### config.mk
export PLATFORM = sky130hd
export DESIGN_NAME = ctdh_fifo
export DESIGN_NICKNAME = d
export VERILOG_FILES = /design/src/rtl/core/ctdh_fifo.sv
export VERILOG_INCLUDE_DIRS = /design/src /design/src/rtl/core
export SDC_FILE = /design/constraint.sdc
export NUM_CORES = 1
export LEC_CHECK = 0
export BUFFER_PORTS_ARGS = -buffer_cell sky130_fd_sc_hd__buf_2
export CAP_MARGIN = 20
export CORE_ASPECT_RATIO = 0.9
export CORE_MARGIN = 4
export CORE_UTILIZATION = 50
export DETAILED_ROUTE_END_ITERATION = 7
export MAX_ROUTING_LAYER = met4
export PLACE_DENSITY = 0.72
export SLEW_MARGIN = 25
export SYNTH_ARGS = -nofsm -noshare
export SYNTH_HDL_FRONTEND = slang
export SYNTH_SLANG_ARGS = --single-unit
export TNS_END_PERCENT = 50
### constraint.sdc
create_clock -name i_clk -period 2.4 [get_ports i_clk]
set_clock_uncertainty 0.1 [all_clocks]
set_input_delay 0.12 -clock i_clk [delete_from_list [all_inputs] [get_ports i_clk]]
set_output_delay 0.12 -clock i_clk [all_outputs]
set_load 0.01 [all_outputs]
### src/rtl/core/clamped_time_difference_histogram_macros.svh
// Assertion macros shared by the histogram RTL.
// No dependencies; included by the modules that carry assertions.
`ifndef CLAMPED_TIME_DIFFERENCE_HISTOGRAM_MACROS_SVH
`define CLAMPED_TIME_DIFFERENCE_HISTOGRAM_MACROS_SVH

// Same-cycle implication, disabled while reset is asserted.
`define CTDH_ASSERT_NOW(label, clk, rst_n, ante, cons, msg) \
    label: assert property (@(posedge clk) disable iff (!(rst_n)) (ante) |-> (cons)) \
        else $error(msg);

// Next-cycle implication, disabled while reset is asserted.
`define CTDH_ASSERT_NEXT(label, clk, rst_n, ante, cons, msg) \
    label: assert property (@(posedge clk) disable iff (!(rst_n)) (ante) |=> (cons)) \
        else $error(msg);

`endif

### src/rtl/core/ctdh_fifo.sv
// Short flop-based queue between the classifying front and the memory back.
// Depends on the assertion macro header.
`default_nettype none
`include "clamped_time_difference_histogram_macros.svh"

module ctdh_fifo #(
    parameter int WIDTH = 8,
    parameter int DEPTH = 4
) (
    input  wire logic             i_clk,
    input  wire logic             i_rst_n,
    input  wire logic             i_push,
    input  wire logic [WIDTH-1:0] i_data,
    output      logic             o_ready,
    input  wire logic             i_pop,
    output      logic [WIDTH-1:0] o_data,
    output      logic             o_valid
);

    localparam int PTR_W = (DEPTH > 1) ? $clog2(DEPTH) : 1;
    localparam int CNT_W = $clog2(DEPTH + 1);

    logic [WIDTH-1:0] r_slot [DEPTH];
    logic [PTR_W-1:0] r_wr, n_wr;
    logic [PTR_W-1:0] r_rd, n_rd;
    logic [CNT_W-1:0] r_count, n_count;
    logic             w_push, w_pop;

    assign o_ready = (r_count != CNT_W'(DEPTH));
    assign o_valid = (r_count != '0);
    assign o_data  = r_slot[r_rd];
    assign w_push  = i_push && o_ready;
    assign w_pop   = i_pop && o_valid;

    always_comb begin
        n_wr    = r_wr;
        n_rd    = r_rd;
        n_count = r_count;
        if (w_push) begin
            n_wr = (r_wr == PTR_W'(DEPTH - 1)) ? '0 : r_wr + 1'b1;
        end
        if (w_pop) begin
            n_rd = (r_rd == PTR_W'(DEPTH - 1)) ? '0 : r_rd + 1'b1;
        end
        if (w_push && !w_pop) begin
            n_count = r_count + 1'b1;
        end else if (w_pop && !w_push) begin
            n_count = r_count - 1'b1;
        end
    end

    always_ff @(posedge i_clk) begin
        if (!i_rst_n) begin
            r_wr    <= '0;
            r_rd    <= '0;
            r_count <= '0;
        end else begin
            r_wr    <= n_wr;
            r_rd    <= n_rd;
            r_count <= n_count;
        end
    end

    always_ff @(posedge i_clk) begin
        if (w_push) begin
            r_slot[r_wr] <= i_data;
        end
    end

    `CTDH_ASSERT_NOW(a_count_bound, i_clk, i_rst_n, 1'b1, r_count <= CNT_W'(DEPTH), "queue count beyond depth")
    `CTDH_ASSERT_NEXT(a_push_grows, i_clk, i_rst_n, w_push && !w_pop, r_count == $past(r_count) + 1'b1, "push lost")
    `CTDH_ASSERT_NEXT(a_pop_shrinks, i_clk, i_rst_n, w_pop && !w_push, r_count == $past(r_count) - 1'b1, "pop lost")

endmodule

`default_nettype wire

==> impl_results.md <==
- Status: finished, final reports clean
- Synth Net Count: roughly 110
- CP Capture Type: flop
- Most common cell in the netlist: edfxtp_1
- Clock root buffer master: clkbuf_4
- Post-route DRC: 0
- Final WL: 2.56 mm
- Port-buffer cells: 21
- CTS tree: done
- Maximum clock rate: approximately 0.44 GHz
- Delay-heaviest family, CP: simple AND/OR/NAND/NOR gates
- CTS Buf Count: 5
- Die area: around 0.0043 sq mm
- Placed Area: 0.00179 sq mm
- Ys flop type: edfxtp_1
- Fill cells: 239
- Sw frac: a little over a quarter
- Post-synth top cells: 32 x edfxtp_1, 9 x dfxtp_1, 8 x mux4_2, 6 x ha_1, 5 x nand2_1
- Crit start category: flop
- Crit path max fanout: 5
- First-pass DRT Iterations: 3
- Via count of the routed design: 878
- Area of the multi-input gates: between 400 and 500 sq um
- Crit path kind: reg -> reg
- Horiz. Die Dim: just under 70 um
- Synthesized area: 0.00164 sq mm
- Slowest stage cell, crit path: dfxtp_1
- Crit path from: r_count[2]$_SDFFE_PN0P_
- Skew-Pair Late Insertion Delay: around 0.33 ns
- Drt via density: 5.13
- Worst EP required: 2.56 ns
- Post-synth top area share: 58.8%
- Post-Layout Cell Count: approximately 170
- P_leak: 0.736 nW
- Sequential fraction of the synthesis area: 69.8%
- P_int: between 1 and 1.5 mW
- RSZ-0062 raised after global routing: no
- Worst-path clk slew: 0.12 ns
- FP Rows: 19
- Final ANT Viol Nets: 0
- Vias in the first global route: 927
- NumNets Final: 147
- I/O pin cnt: 22
- Sequential cell area: approximately 0.0011 sq mm
- Synth async-reset ratio: 0%
- Post-CTS setup buffers: 0
- Avg Inst Size Synth: around 18 sq um
- Cell breakdown of the critical path: or3b_1 > and2_4 > ha_1 > inv_1 > fa_1 > xor2_1 > or3_2 > a21boi_0
- Min-delay src: i_rst_n
- Pin count of the biggest net entering global routing: 14
- Initial DRC count: 26
- Sw Pwr: between 0.5 and 0.6 mW
- Antenna Cells: 0
- Reg-to-Reg Start: r_count[2]$_SDFFE_PN0P_
- Actual slew at the worst max-slew pin: 0.547 ns
- Clock buffer depth: 2
- Die Y: 62.3 um
- First-pass GRT wire length: roughly 4.4 mm
- Pwr Density: 1030 mW/mm^2
- Initial antenna violation count: 0
- Setup TNS: 0 ns
- Area Growth Syn to Fin: 21.7%
- Combinational share of power: a little over a quarter
- Synthesized instance count: 93
- Wirelength per Cell: roughly 15 um
- Global placement routability congestion: 0.726
- Grt ovf: 0
- Crit share post-route: 95.2%
- Synthesis warning total: 0
- Fin. max-slew vios: 0
- Share of power burned in registers: roughly 47%
- Setup violators final: 0
- Design area: 0.00199 sq mm
- VDD IR max: 523 uV
- Worst Path Arrival: 2.45 ns
- Tmin final: 2.29 ns
- Cell taking the most area after synthesis: edfxtp_1
- HP Class: in -> reg
- CTS Sinks: 41
- Crit-path max cell delay: 0.42 ns
- Final HPWL DP: 1.75 mm
- Buf+Inv Stages, Crit Path: 1
- Clock power share: 26.2%
- Final hold viol count: 0
- Max_slew headroom: between 60% and 70%
- GRT Resource Usage Total: 14.6%
- Level count of the clock H-tree: 2
- Synth cell types: 26
- Synth area leaders: edfxtp_1 59%, dfxtp_1 11%, mux4_2 11%
- Core Region: 0.00309 sq mm
- Fraction of layout cells with a size suffix above 1: 38.0%
- Initial Util: 52.9%
- Cells after DPL: 154
- #FFs+latches synth: slightly above 40
- Max Cap Viol: 0
- EDFF count, synth: 32
## power groups by stage
stage,registers [mW],clock network (mW),logic (mW)
2_1_floorplan,0.933,0,0.402
3_3_place_gp,0.978,0,0.513
3_5_place_dp,0.988,0,0.535
4_1_cts,0.972,0.537,0.550
5_1_grt,0.998,0.576,0.609
6_report,0.977,0.539,0.544
## sequential cells by signal, indices dropped and copies added (netlist names), named ones only
register  count
r_rd          2
r_count       3
r_slot       32
r_wr          2
## cell type report
class / instances / area share [%]
flip-flops and latches: 41 / 57.4
repair buffers: 32 / 10.6
inverters: 3 / 0.566
well taps: 42 / 2.64
multi-input cells: 45 / 23.6
clock buffers: 5 / 1.89
clock inverters: 3 / 3.27
## per-stage QoR
step | power, mW | util (%) | hold slack, ns | setup slack, ns
detailed placement | 1.52 | 57.9 | 0.236 | 0.0363
global route | 2.18 | 64.4 | 0.0105 | 0.0205
global placement | 1.49 | 57.9 | 0.232 | 0.227
CTS | 2.06 | 64.2 | 0.0179 | 0.0460
floorplan | 1.34 | - | 0.119 | 0.115
finish | 2.06 | 64.4 | 0.0188 | 0.114
## routing by layer
layer	wire length [um]	global-route usage, %	vias up	part of all wire [%]
li1	-	-	425	-
met1	1180	19.7	428	46
met2	1230	21.2	21	48
met3	114	4.32	4	4.5
met4	36	5.21	0	1.4
met5	0	-	-	0
## final timing paths
kind / end / slack, ns / cells after the start
setup reg to reg: r_count[2]$_SDFFE_PN0P_ / 0.11 / 8
hold / removal: r_count[1]$_SDFFE_PN0P_ / 0.02 / 2
hold reg to reg: r_wr[1]$_SDFFE_PN0P_ / 0.42 / 2
setup / recovery: r_count[2]$_SDFFE_PN0P_ / 0.11 / 8
## layout by cell type (no fill, tap or decap), types with 4 or more instances in the layout
| cell type | count |
|---|---|
| edfxtp_1 | 32 |
| buf_2 | 21 |
| dlygate4sd3_1 | 9 |
| mux4_2 | 8 |
| dfxtp_1 | 7 |
| ha_1 | 6 |
| nand2_1 | 5 |
| clkbuf_4 | 5 |
| and3_2 | 4 |
| o21ai_0 | 4 |
## kinds of logic (layout without fill, tap and decap cells)
kind of cell / count (synthesis) / in the layout / synth area share (%)
multiplexers: 10 / 10 / 12.2
adder cells (fa/ha/maj): 7 / 7 / 5.81
XOR/XNOR: 2 / 2 / 1.07
flip-flops: 41 / 41 / 69.8
AO/OA/AOI/OAI: 6 / 6 / 2.14
buffers and inverters: 7 / 43 / 1.76
AND/OR/NAND/NOR: 20 / 20 / 7.19
## what timing repair did
item                       CTS  global route
hold buffers                 9             0
resized for setup            0             3
hold endpoints to repair    33             0
setup endpoints to repair    0             1
(Power assumes the default switching activity.)
