## src/rtl/core/clamped_time_difference_histogram_macros.svh

```systemverilog
// Assertion macros shared by the histogram RTL.
// No dependencies; included by the modules that carry assertions.
`ifndef CLAMPED_TIME_DIFFERENCE_HISTOGRAM_MACROS_SVH
`define CLAMPED_TIME_DIFFERENCE_HISTOGRAM_MACROS_SVH

// Same-cycle implication, disabled while reset is asserted.
`define CTDH_ASSERT_NOW(label, clk, rst_n, ante, cons, msg) \
    label: assert property (@(posedge clk) disable iff (!(rst_n)) (ante) |-> (cons)) \
        else $error(msg);

// Next-cycle implication, disabled while reset is asserted.
`define CTDH_ASSERT_NEXT(label, clk, rst_n, ante, cons, msg) \
    label: assert property (@(posedge clk) disable iff (!(rst_n)) (ante) |=> (cons)) \
        else $error(msg);

`endif

```

## src/rtl/core/ctdh_pkg.sv

```systemverilog
// Package for the clamped time difference histogram: widths, defaults, codes.
// No dependencies.
`default_nettype none

package ctdh_pkg;

    localparam int DEF_POSITIONS = 17;
    localparam int DEF_CRYSTALS  = 4;
    localparam int DEF_BINS      = 32768;
    localparam int QUEUE_DEPTH   = 4;

    localparam int OP_W       = 1;
    localparam int POSITION_W = 5;
    localparam int CRYSTAL_W  = 2;
    localparam int PATTERN_W  = 16;
    localparam int CFD_W      = 32;
    localparam int STAMP_W    = 48;
    localparam int READ_BIN_W = 15;
    localparam int COUNT_W    = 32;
    localparam int OFFSET_W   = 15;

    localparam int TIME_BITS = 24;   // low bits of cfd and scaled stamp that are kept
    localparam int TS_SHIFT  = 4;    // stamp scaled by 16
    localparam int EDGE_BIN  = 10;   // clamp distance from either end

    localparam logic [OFFSET_W-1:0] TIME_OFFSET_RESET = 15'd16384;

    typedef enum logic [OP_W-1:0] {
        OP_RECORD = 1'b0,
        OP_READ   = 1'b1
    } t_op;

    // Work handed from the front to the back through the queue
    typedef enum logic [1:0] {
        KIND_INC  = 2'b00,   // increment one counter
        KIND_READ = 2'b01,   // return one counter
        KIND_ZERO = 2'b10    // read outside the store, return zero
    } t_kind;

endpackage

`default_nettype wire

```

## src/rtl/core/ctdh_if.sv

```systemverilog
// Valid/ready channel interfaces: hit input, count output, offset write.
// Depends on ctdh_pkg.
`default_nettype none

interface ctdh_hit_if;
    logic                                valid;
    logic                                ready;
    logic [ctdh_pkg::OP_W-1:0]           operation;
    logic [ctdh_pkg::POSITION_W-1:0]     position;
    logic [ctdh_pkg::CRYSTAL_W-1:0]      crystal;
    logic [ctdh_pkg::PATTERN_W-1:0]      hit_pattern;
    logic [ctdh_pkg::CFD_W-1:0]          cfd_time;
    logic [ctdh_pkg::STAMP_W-1:0]        time_stamp;
    logic [ctdh_pkg::READ_BIN_W-1:0]     read_bin;

    modport source (output valid, operation, position, crystal, hit_pattern, cfd_time,
                    time_stamp, read_bin, input ready);
    modport sink   (input valid, operation, position, crystal, hit_pattern, cfd_time,
                    time_stamp, read_bin, output ready);
endinterface


`default_nettype wire

```

## src/rtl/core/ctdh_front.sv

```systemverilog
// Front part: takes hit/read transactions, computes bank and clamped bin,
// drops hits that are never counted. Depends on ctdh_pkg and ctdh_if.
`default_nettype none

module ctdh_front #(
    parameter int POSITIONS = ctdh_pkg::DEF_POSITIONS,
    parameter int CRYSTALS  = ctdh_pkg::DEF_CRYSTALS,
    parameter int BINS      = ctdh_pkg::DEF_BINS
) (
    input  wire logic                            i_clk,
    input  wire logic                            i_rst_n,
    ctdh_hit_if.sink                             i_hit,
    input  wire logic                            i_clearing,
    input  wire logic [ctdh_pkg::OFFSET_W-1:0]   i_time_offset,
    output      logic                            o_push,
    input  wire logic                            i_push_ready,
    output      logic [$bits(ctdh_pkg::t_kind) + $clog2(POSITIONS * CRYSTALS)
                       + $clog2(BINS) - 1:0]     o_entry
);

    localparam int BANKS   = POSITIONS * CRYSTALS;
    localparam int BANK_W  = $clog2(BANKS);
    localparam int BIN_W   = $clog2(BINS);
    localparam int KIND_W  = $bits(ctdh_pkg::t_kind);
    localparam int ENTRY_W = KIND_W + BANK_W + BIN_W;
    localparam int TW      = ctdh_pkg::TIME_BITS + 2;   // signed difference plus offset
    localparam int SCALED_W = ctdh_pkg::TIME_BITS - ctdh_pkg::TS_SHIFT;

    logic                r_valid;
    logic [ENTRY_W-1:0]  r_entry;

    logic                w_take, w_keep, w_bank_ok, w_read_ok;
    logic [TW-1:0]       w_diff;
    logic                w_neg, w_high;
    logic [BIN_W-1:0]    w_bin, w_hit_bin;
    logic [BANK_W-1:0]   w_bank;
    ctdh_pkg::t_kind     w_kind;

    assign i_hit.ready = !i_clearing && (!r_valid || i_push_ready);
    assign w_take      = i_hit.valid && i_hit.ready;

    assign w_bank_ok = (7'(i_hit.position) < 7'(POSITIONS))
                    && (5'(i_hit.crystal) < 5'(CRYSTALS));
    assign w_read_ok = w_bank_ok && (17'(i_hit.read_bin) < 17'(BINS));
    assign w_bank    = BANK_W'(BANK_W'(i_hit.position) * BANK_W'(CRYSTALS)
                     + BANK_W'(i_hit.crystal));

    // cfd minus scaled stamp, both cut to 24 bits, plus the offset
    assign w_diff = TW'(i_hit.cfd_time[ctdh_pkg::TIME_BITS-1:0])
                  - TW'({i_hit.time_stamp[SCALED_W-1:0], {ctdh_pkg::TS_SHIFT{1'b0}}})
                  + TW'(i_time_offset);
    assign w_neg  = w_diff[TW-1];
    assign w_high = (w_diff >= TW'(BINS));

    always_comb begin
        priority if (w_neg) begin
            w_hit_bin = BIN_W'(ctdh_pkg::EDGE_BIN);
        end else if (w_high) begin
            w_hit_bin = BIN_W'(BINS - ctdh_pkg::EDGE_BIN);
        end else begin
            w_hit_bin = w_diff[BIN_W-1:0];
        end
    end

    always_comb begin
        unique case (ctdh_pkg::t_op'(i_hit.operation))
            ctdh_pkg::OP_READ: begin
                w_keep = 1'b1;
                w_kind = w_read_ok ? ctdh_pkg::KIND_READ : ctdh_pkg::KIND_ZERO;
                w_bin  = BIN_W'(i_hit.read_bin);
            end
            default: begin
                w_keep = i_hit.hit_pattern[0] && (i_hit.position != '0) && w_bank_ok;
                w_kind = ctdh_pkg::KIND_INC;
                w_bin  = w_hit_bin;
            end
        endcase
    end

    always_ff @(posedge i_clk) begin
        if (!i_rst_n) begin
            r_valid <= 1'b0;
        end else if (!r_valid || i_push_ready) begin
            r_valid <= w_take && w_keep;
        end
    end

    always_ff @(posedge i_clk) begin
        if (w_take) begin
            r_entry <= {w_kind, w_bank, w_bin};
        end
    end

    assign o_push  = r_valid;
    assign o_entry = r_entry;

endmodule

`default_nettype wire

```

## src/flat_wrapper.sv

```systemverilog
// flat-port wrapper written by rule: the top's interface ports become plain ports
module ctdh_front_flat 
#(
    parameter int POSITIONS = ctdh_pkg::DEF_POSITIONS,
    parameter int CRYSTALS  = ctdh_pkg::DEF_CRYSTALS,
    parameter int BINS      = ctdh_pkg::DEF_BINS
)
  (i_clk, i_rst_n, i_clearing, i_time_offset, o_push, i_push_ready, o_entry, i_hit_valid, i_hit_operation, i_hit_position, i_hit_crystal, i_hit_hit_pattern, i_hit_cfd_time, i_hit_time_stamp, i_hit_read_bin, i_hit_ready);
  ctdh_hit_if i_hit_i ();
  input  wire logic i_clk;
  input  wire logic i_rst_n;
  input  wire logic i_clearing;
  input  wire logic [ctdh_pkg::OFFSET_W-1:0] i_time_offset;
  output      logic o_push;
  input  wire logic i_push_ready;
  output      logic [$bits(ctdh_pkg::t_kind) + $clog2(POSITIONS * CRYSTALS)
                       + $clog2(BINS) - 1:0] o_entry;
  input wire logic [$bits(i_hit_i.valid)-1:0] i_hit_valid;
  input wire logic [$bits(i_hit_i.operation)-1:0] i_hit_operation;
  input wire logic [$bits(i_hit_i.position)-1:0] i_hit_position;
  input wire logic [$bits(i_hit_i.crystal)-1:0] i_hit_crystal;
  input wire logic [$bits(i_hit_i.hit_pattern)-1:0] i_hit_hit_pattern;
  input wire logic [$bits(i_hit_i.cfd_time)-1:0] i_hit_cfd_time;
  input wire logic [$bits(i_hit_i.time_stamp)-1:0] i_hit_time_stamp;
  input wire logic [$bits(i_hit_i.read_bin)-1:0] i_hit_read_bin;
  output wire logic [$bits(i_hit_i.ready)-1:0] i_hit_ready;
  assign i_hit_i.valid = i_hit_valid;
  assign i_hit_i.operation = i_hit_operation;
  assign i_hit_i.position = i_hit_position;
  assign i_hit_i.crystal = i_hit_crystal;
  assign i_hit_i.hit_pattern = i_hit_hit_pattern;
  assign i_hit_i.cfd_time = i_hit_cfd_time;
  assign i_hit_i.time_stamp = i_hit_time_stamp;
  assign i_hit_i.read_bin = i_hit_read_bin;
  assign i_hit_ready = i_hit_i.ready;
  ctdh_front #(.POSITIONS(POSITIONS), .CRYSTALS(CRYSTALS), .BINS(BINS)) u_core (.i_clk(i_clk), .i_rst_n(i_rst_n), .i_hit(i_hit_i), .i_clearing(i_clearing), .i_time_offset(i_time_offset), .o_push(o_push), .i_push_ready(i_push_ready), .o_entry(o_entry));
endmodule
```

## config.mk

```make
export PLATFORM = sky130hd
export DESIGN_NAME = ctdh_front_flat
export DESIGN_NICKNAME = d
export VERILOG_FILES = /design/src/rtl/core/clamped_time_difference_histogram_macros.svh /design/src/rtl/core/ctdh_pkg.sv /design/src/rtl/core/ctdh_if.sv /design/src/rtl/core/ctdh_front.sv /design/src/flat_wrapper.sv
export SDC_FILE = /design/constraint.sdc
export NUM_CORES = 1
export LEC_CHECK = 0
export BUFFER_PORTS_ARGS = -buffer_cell sky130_fd_sc_hd__buf_2
export CORE_MARGIN = 8
export CORE_UTILIZATION = 50
export DETAILED_ROUTE_END_ITERATION = 8
export PLACE_DENSITY_LB_ADDON = 0.1
export SETUP_SLACK_MARGIN = 0.02
export SYNTH_ARGS = -nofsm -noshare
export SYNTH_HDL_FRONTEND = slang
export SYNTH_SLANG_ARGS = --single-unit
```

## constraint.sdc

```tcl
create_clock -name i_clk -period 9.2 [get_ports i_clk]
set_clock_uncertainty 0.05 [all_clocks]
set_input_delay 0.46 -clock i_clk [delete_from_list [all_inputs] [get_ports i_clk]]
set_output_delay 0.46 -clock i_clk [all_outputs]
set_load 0.05 [all_outputs]
```

==> impl_metrics.py, run 1 <==
metrics = {
    "route": {
        "drt_wl_total_um": 7900,
        "drc": 0,
        "vias": 3041,
        "ant_nets": 0,
        "wl_per_cell_um": 14.4,
        "avgViaCountPerCell": 5.55,
        "drt_iter0_drc": 142,
        "firstDrtPassIters": 4,
    },
    "finish": {
        "nNetsFinal": 650,
        "layout-drive-gt1-share_pct": 27.7,
        "finalNonFillerCells": 548,
        "synthToLayoutAreaGrowth_pct": 20.8,
        "final_area_sq_mm": 0.00374,
        "n_antenna_cell": 0,
    },
    "global_routing": {
        "grt-ovfl-total": 0,
        "grt_antenna_before_repair": 0,
        "grt_usage_pct": 16.8,
        "grt_pass1_vias": 2923,
        "grt_max_degree": 26,
        "grt_pass1_wl_um": 12600,
    },
    "placed_design": {
        "port_buffers": 113,
        "dp_hpwl_um": 6780,
        "placed_area_sq_mm": 0.00369,
        "place_congestion": 0.879,
        "dp.cells": 544,
    },
    "clocking": {
        "clk_path_buf_depth": 2,
        "cts_tree": "built",
        "cts-root-buf": "clkbuf_8",
        "clk_latency_ps": 260,
        "cts_setup_buffers": 0,
        "postCtsHoldBufs": 0,
        "cts-resized-gates": 0,
        "clock-sinks": 25,
        "cts_buffers": 3,
        "cts.htree.levels": 1,
        "clk_pin_slew_ps": 80,
    },
    "floorplanning": {
        "core_sq_mm": 0.00596,
        "die_h_um": 94.7,
        "initial_core_util_pct": 52.0,
        "dieArea_sq_mm": 0.00897,
        "die_w_um": 94.7,
        "ios": 165,
        "rows": 28,
    },
    "synthesis": {
        "mappedNetlistArea_sq_mm": 0.00310,
        "netlist_top_cells_area": "edfxtp_1 23%, ha_1 14%, a21oi_1 5.3%",
        "ys_warn_count": 0,
        "yosysTopAreaCell": "edfxtp_1",
        "synth.net_count": 543,
        "synth_cells": 367,
        "avgSynthCellArea_sq_um": 8.44,
        "synth.top_cell.area_share_pct": 23.3,
        "ys_seq_elements": 25,
        "yosys.cell_types.count": 63,
        "synth_edf_count": 24,
        "synth_ff_type": "edfxtp_1",
        "async_reset_ff_share_pct": 0,
        "yosysSeqAreaShare_pct": 23.9,
    },
    "worst_hold_path": {
        "min_to": "u_core.o_entry[15]$_DFFE_PP_",
        "holdCritStartpoint": "i_hit_crystal[0]",
        "min_delay_path_depth": 1,
        "min_path_type": "input port to register",
    },
    "sta": {
        "final-hold-violation-count": 0,
        "rsz0062_at_grt": "no",
        "slew_headroom_pct": 29.4,
        "setup_viol": 0,
        "period_needed_ps": 4990,
        "setup_tns_ps": 0,
        "slew_violations": 0,
        "fin_crit_sh_pct": 54.3,
        "worst_slew_pin_slew_ps": 1060,
        "max_clock_freq_mhz": 200,
    },
    "pwr": {
        "powerDensity_mw_per_mm2": 127,
        "irDropWorstVdd_uv": 89.0,
        "p_leak_uw": 0.00177,
    },
    "worst_setup_path": {
        "rr_endpoint": "u_core.o_push$_SDFFE_PN0N_",
        "crit_slowest_cell": "nor4_4",
        "rr_startpoint": "u_core.o_push$_SDFFE_PN0N_",
        "crit_type": "input port to register",
        "critical_path.max_fanout": 15,
        "crit_path_start_kind": "input port",
        "reg2reg_depth": 4,
        "arrival_ps": 4920,
        "worst_setup_path_end_kind": "register",
        "critPathBufInv": 1,
        "required_ps": 9130,
        "r2r_slack_ps": 7400,
        "slowest_delay_ps": 680,
        "crit_chain": "buf_2 > ha_1 > fa_1 > and2b_1 > o2111ai_1 > nand2_1 > and2_1 > o21ai_0 > nand2b_1 > xnor2_1 > ha_1 > a21oi_1 > nand2_1 > or3_1 > o21a_1 > a21oi_1 > and3b_1 > o21ai_0 > o31a_1 > nor4_4 > a31oi_1",
        "critPathTopFamily": "simple AND/OR/NAND/NOR gates",
    },
    "flow_run": {
        "cap_violations": 0,
    },
    "outcome": {
        "status": "completed",
    },
}
==> synthesized netlist by cell type (5+ instances only) <==
cell type	n
a21o_1	10
a21oi_1	33
a31oi_1	15
and3_1	8
buf_2	5
edfxtp_1	24
ha_1	35
inv_1	36
nand2_1	25
nand2b_1	8
nand3_1	7
nor2_1	15
nor4_1	5
o21ai_0	27
xnor2_1	18
xor2_1	11
==> per-stage QoR <==
stage / total power, uW / util (%) / hold WS, ps / setup slack, ps
floorplan: 351 / - / 509 / 4640
global placement: 410 / 62.0 / 542 / 4010
detailed placement: 413 / 62.0 / 562 / 3940
CTS: 475 / 62.8 / 317 / 4210
global route: 510 / 62.8 / 316 / 3770
finish: 475 / 62.8 / 318 / 4210
==> registers in the layout, summed over array words and instances (netlist names) <==
name and count:
u_core.o_push 1, u_core.o_entry 24
==> area by class of cell <==
| cell class | instances | area [sq um] |
|---|---|---|
| tap | 75 | 93.8 |
| inverter | 37 | 139 |
| sequential | 25 | 741 |
| timing repair buffer | 113 | 566 |
| clock buffer | 3 | 41.3 |
| clock inverter | 1 | 5.00 |
| fill | 542 | 2220 |
| multi-input combinational | 294 | 2150 |
==> how the worst max path moves through the flow <==
| stage | from | to | slack [ps] | cells after the start |
|---|---|---|---|---|
| 2_1_floorplan | i_hit_cfd_time[4] | u_core.o_entry[10]$_DFFE_PP_ | 4640 | 22 |
| 3_3_place_gp | i_hit_time_stamp[0] | u_core.o_entry[6]$_DFFE_PP_ | 4010 | 21 |
| 3_5_place_dp | i_hit_time_stamp[0] | u_core.o_entry[8]$_DFFE_PP_ | 3940 | 21 |
| 4_1_cts | i_hit_time_stamp[0] | u_core.o_entry[8]$_DFFE_PP_ | 4210 | 21 |
| 5_1_grt | i_hit_cfd_time[4] | u_core.o_entry[6]$_DFFE_PP_ | 3770 | 22 |
| 6_report | i_hit_time_stamp[0] | u_core.o_entry[6]$_DFFE_PP_ | 4210 | 21 |
==> cells in the final DEF, fill, tap and decap left out, types with 3 or more instances in the layout <==
master	n
xnor2_1	18
o2111ai_1	3
inv_1	36
o21bai_1	3
a221oi_1	3
o211ai_1	3
and2_1	4
nand2_1	25
nand4_1	4
nor4_1	5
a21o_1	10
nor2_1	15
buf_2	113
o21a_1	3
nand3_1	7
edfxtp_1	24
a21oi_1	33
and3_1	8
o21ai_0	27
nand2b_1	8
xor2_1	11
a31oi_1	15
or3_1	4
ha_1	35
nor2b_1	3
clkbuf_8	3
nor3_1	4
==> worst reg2reg max path, delay by kind of cell, from the launching register on <==
family             cells  cell delay (ps)
DFF                    1              330
and+or+nand+nor        2              970
AOI/OAI and AO/OA      2              400
==> power by group <==
part | total, uW | switching, uW | internal (uW)
Clock | 62.1 | 31.8 | 30.2
Combinational | 280 | 166 | 114
Sequential | 134 | 1.14 | 132
Total | 475 | 199 | 276
==> cells by family (layout without fill, tap and decap cells) <==
logic type,count (synthesis),in the layout,share of synthesized area (%)
adder cells (fa/ha/maj),37,37,15.4
XOR/XNOR,29,29,8.20
AND/OR/NAND/NOR,99,99,17.7
flip-flops,25,25,23.9
buffers and inverters,48,154,6.50
multiplexers,1,1,0.323
AO/OA/AOI/OAI,128,128,28.0
==> routing by layer <==
| layer | up-vias | share of wire (%) | GRT usage [%] |
|---|---|---|---|
| met5 | - | 0 | 0 |
| met4 | 0 | 0.76 | 4.03 |
| met3 | 5 | 7.5 | 2.70 |
| met2 | 105 | 47 | 29.9 |
| met1 | 1343 | 45 | 20.6 |
| li1 | 1588 | - | - |
No activity file was read; power rests on OpenSTA's default activity.
==> inputs of run 2 (changes only) <==
Settings changed: CORE_UTILIZATION 50 to 46.
Clock period 9.2 ns to 4.73 ns, I/O delays scaled along.
==> run 2 against run 1 <==
Net effect:
- non-clock buffer count is 6 higher
- largest cell class unchanged
- via count is 0.53% lower
- setup slack lost 3800 ps
- global-route usage down 1.1 points
- critical path type unchanged
- sequential share of layout area is 0.43 points lower
- critical path depth grew 1
==> impl_metrics.py, run 2 (synthesized netlist as in run 1, its figures left out) <==
metrics = {
    "global_routing": {
        "grt_usage_pct": 15.7,
        "grt_antenna_before_repair": 0,
        "grt-ovfl-total": 0,
        "grt_max_degree": 26,
        "grt_pass1_vias": 3020,
        "grt_pass1_wl_um": 13100,
    },
    "sta": {
        "worst_slew_pin_slew_ps": 1060,
        "rsz0062_at_grt": "no",
        "fin_crit_sh_pct": 90.4,
        "period_needed_ps": 4280,
        "setup_slack_ps": 454,
        "setup_tns_ps": 0,
        "slew_violations": 0,
        "max_clock_freq_mhz": 234,
        "hold_slack_ps": 100,
        "setup_viol": 0,
        "final-hold-violation-count": 0,
        "slew_headroom_pct": 29.4,
    },
    "clocking": {
        "cts_tree": "built",
        "cts-root-buf": "clkbuf_8",
        "clk_pin_slew_ps": 80,
        "cts.htree.levels": 1,
        "clock-sinks": 25,
        "clk_latency_ps": 260,
        "cts_buffers": 3,
        "clk_path_buf_depth": 2,
        "cts_setup_buffers": 0,
    },
    "route": {
        "routedLengthMet1_um": 3720,
        "drc": 0,
        "avgViaCountPerCell": 5.41,
        "vias": 3025,
        "met3_wirelength_um": 434,
        "wl_met2_um": 3590,
        "ant_nets": 0,
        "drt_wl_total_um": 7790,
        "firstDrtPassIters": 4,
        "drt_iter0_drc": 110,
        "top_layer": "met4",
        "wl_per_cell_um": 13.9,
    },
    "worst_setup_path": {
        "crit_chain": "buf_2 > ha_1 > fa_1 > and2b_1 > o2111ai_2 > nand2_1 > and2_1 > o21ai_0 > nand2b_1 > xnor2_1 > ha_1 > a21oi_1 > nand2_1 > or3_1 > o21a_1 > a21oi_1 > and3b_1 > o21ai_0 > o31a_1 > nor4_4 > buf_6 > a31oi_1",
        "crit_path_start_kind": "input port",
        "worst_setup_path_end_kind": "register",
        "required_ps": 4680,
        "crit_slowest_cell": "fa_1",
        "slowest_delay_ps": 410,
        "critical_path.max_fanout": 12,
        "critPathTopFamily": "simple AND/OR/NAND/NOR gates",
        "crit_type": "input port to register",
        "critPathBufInv": 2,
        "arrival_ps": 4230,
    },
    "flow_run": {
        "cap_violations": 0,
    },
    "floorplanning": {
        "die_h_um": 98.1,
        "ios": 165,
        "die_w_um": 98.1,
        "dieArea_sq_mm": 0.00961,
        "core_sq_mm": 0.00664,
        "initial_core_util_pct": 46.6,
        "rows": 30,
    },
    "outcome": {
        "status": "completed",
    },
    "placed_design": {
        "port_buffers": 113,
        "place_congestion": 0.859,
        "dp_hpwl_um": 6650,
        "dp_slack_ps": 40.4,
        "placed_area_sq_mm": 0.00376,
    },
    "pwr": {
        "p_leak_uw": 0.00181,
        "powerDensity_mw_per_mm2": 246,
        "irDropWorstVdd_uv": 99.1,
    },
    "finish": {
        "largest_reg_flops": 24,
        "layout-drive-gt1-share_pct": 28.6,
        "final_cell_mix": "113 x buf_2, 36 x inv_1, 35 x ha_1",
        "n_antenna_cell": 0,
        "n_fill_cell": 633,
        "final_area_sq_mm": 0.00382,
        "synthToLayoutAreaGrowth_pct": 23.5,
        "nNetsFinal": 656,
        "layout_commonest_cell": "buf_2",
    },
    "worst_hold_path": {
        "min_path_type": "input port to register",
    },
}
-- run 2: power breakdown --
group          leakage (uW)  switching [uW]  total, uW  internal [uW]
Clock             0.0000228            58.6        119           60.0
Sequential         0.000233            2.22        260            258
Combinational       0.00155             326        561            235
Total               0.00181             387        939            552
-- run 2: cell type report --
cell class,count,area [sq um],share of cell area (%)
well taps,80,100,2.62
flip-flops and latches,25,741,19.4
clock buffers,4,45.0,1.18
inverters,37,139,3.63
repair buffers,119,627,16.4
multi-input cells,294,2170,56.8
-- run 2: layer usage --
| metal | up-vias | GRT usage, % |
|---|---|---|
| li1 | 1594 | - |
| met1 | 1337 | 19.6 |
| met2 | 90 | 27.3 |
| met3 | 4 | 2.77 |
| met4 | 0 | 3.72 |
| met5 | - | 0 |
-- run 2: final timing paths --
| check | start | end | slack, ps | depth (start not counted) |
|---|---|---|---|---|
| worst min-delay path | i_hit_crystal[1] | u_core.o_entry[16]$_DFFE_PP_ | 100 | 1 |
| worst max-delay path | i_hit_time_stamp[0] | u_core.o_entry[4]$_DFFE_PP_ | 450 | 22 |
| worst max register to register | u_core.o_push$_SDFFE_PN0N_ | u_core.o_push$_SDFFE_PN0N_ | 2960 | 4 |
| worst min register to register | u_core.o_push$_SDFFE_PN0N_ | u_core.o_push$_SDFFE_PN0N_ | 580 | 2 |
-- run 2: per-stage QoR --
stage                     std cells  total power, uW  utilization [%]
after detailed placement        555              816             56.6
after global routing            559             1020             57.6
final                           559              939             57.6
after global placement          555              809             56.6
after CTS                       559              936             57.2
after floorplan                 367              682                -
-- run 2: timing repair --
| item | CTS | global route |
|---|---|---|
| hold endpoints to repair | 0 | 0 |
| endpoints found under the setup margin | 0 | 14 |
| resized for setup | 0 | 3 |
| hold buffers | 0 | 0 |
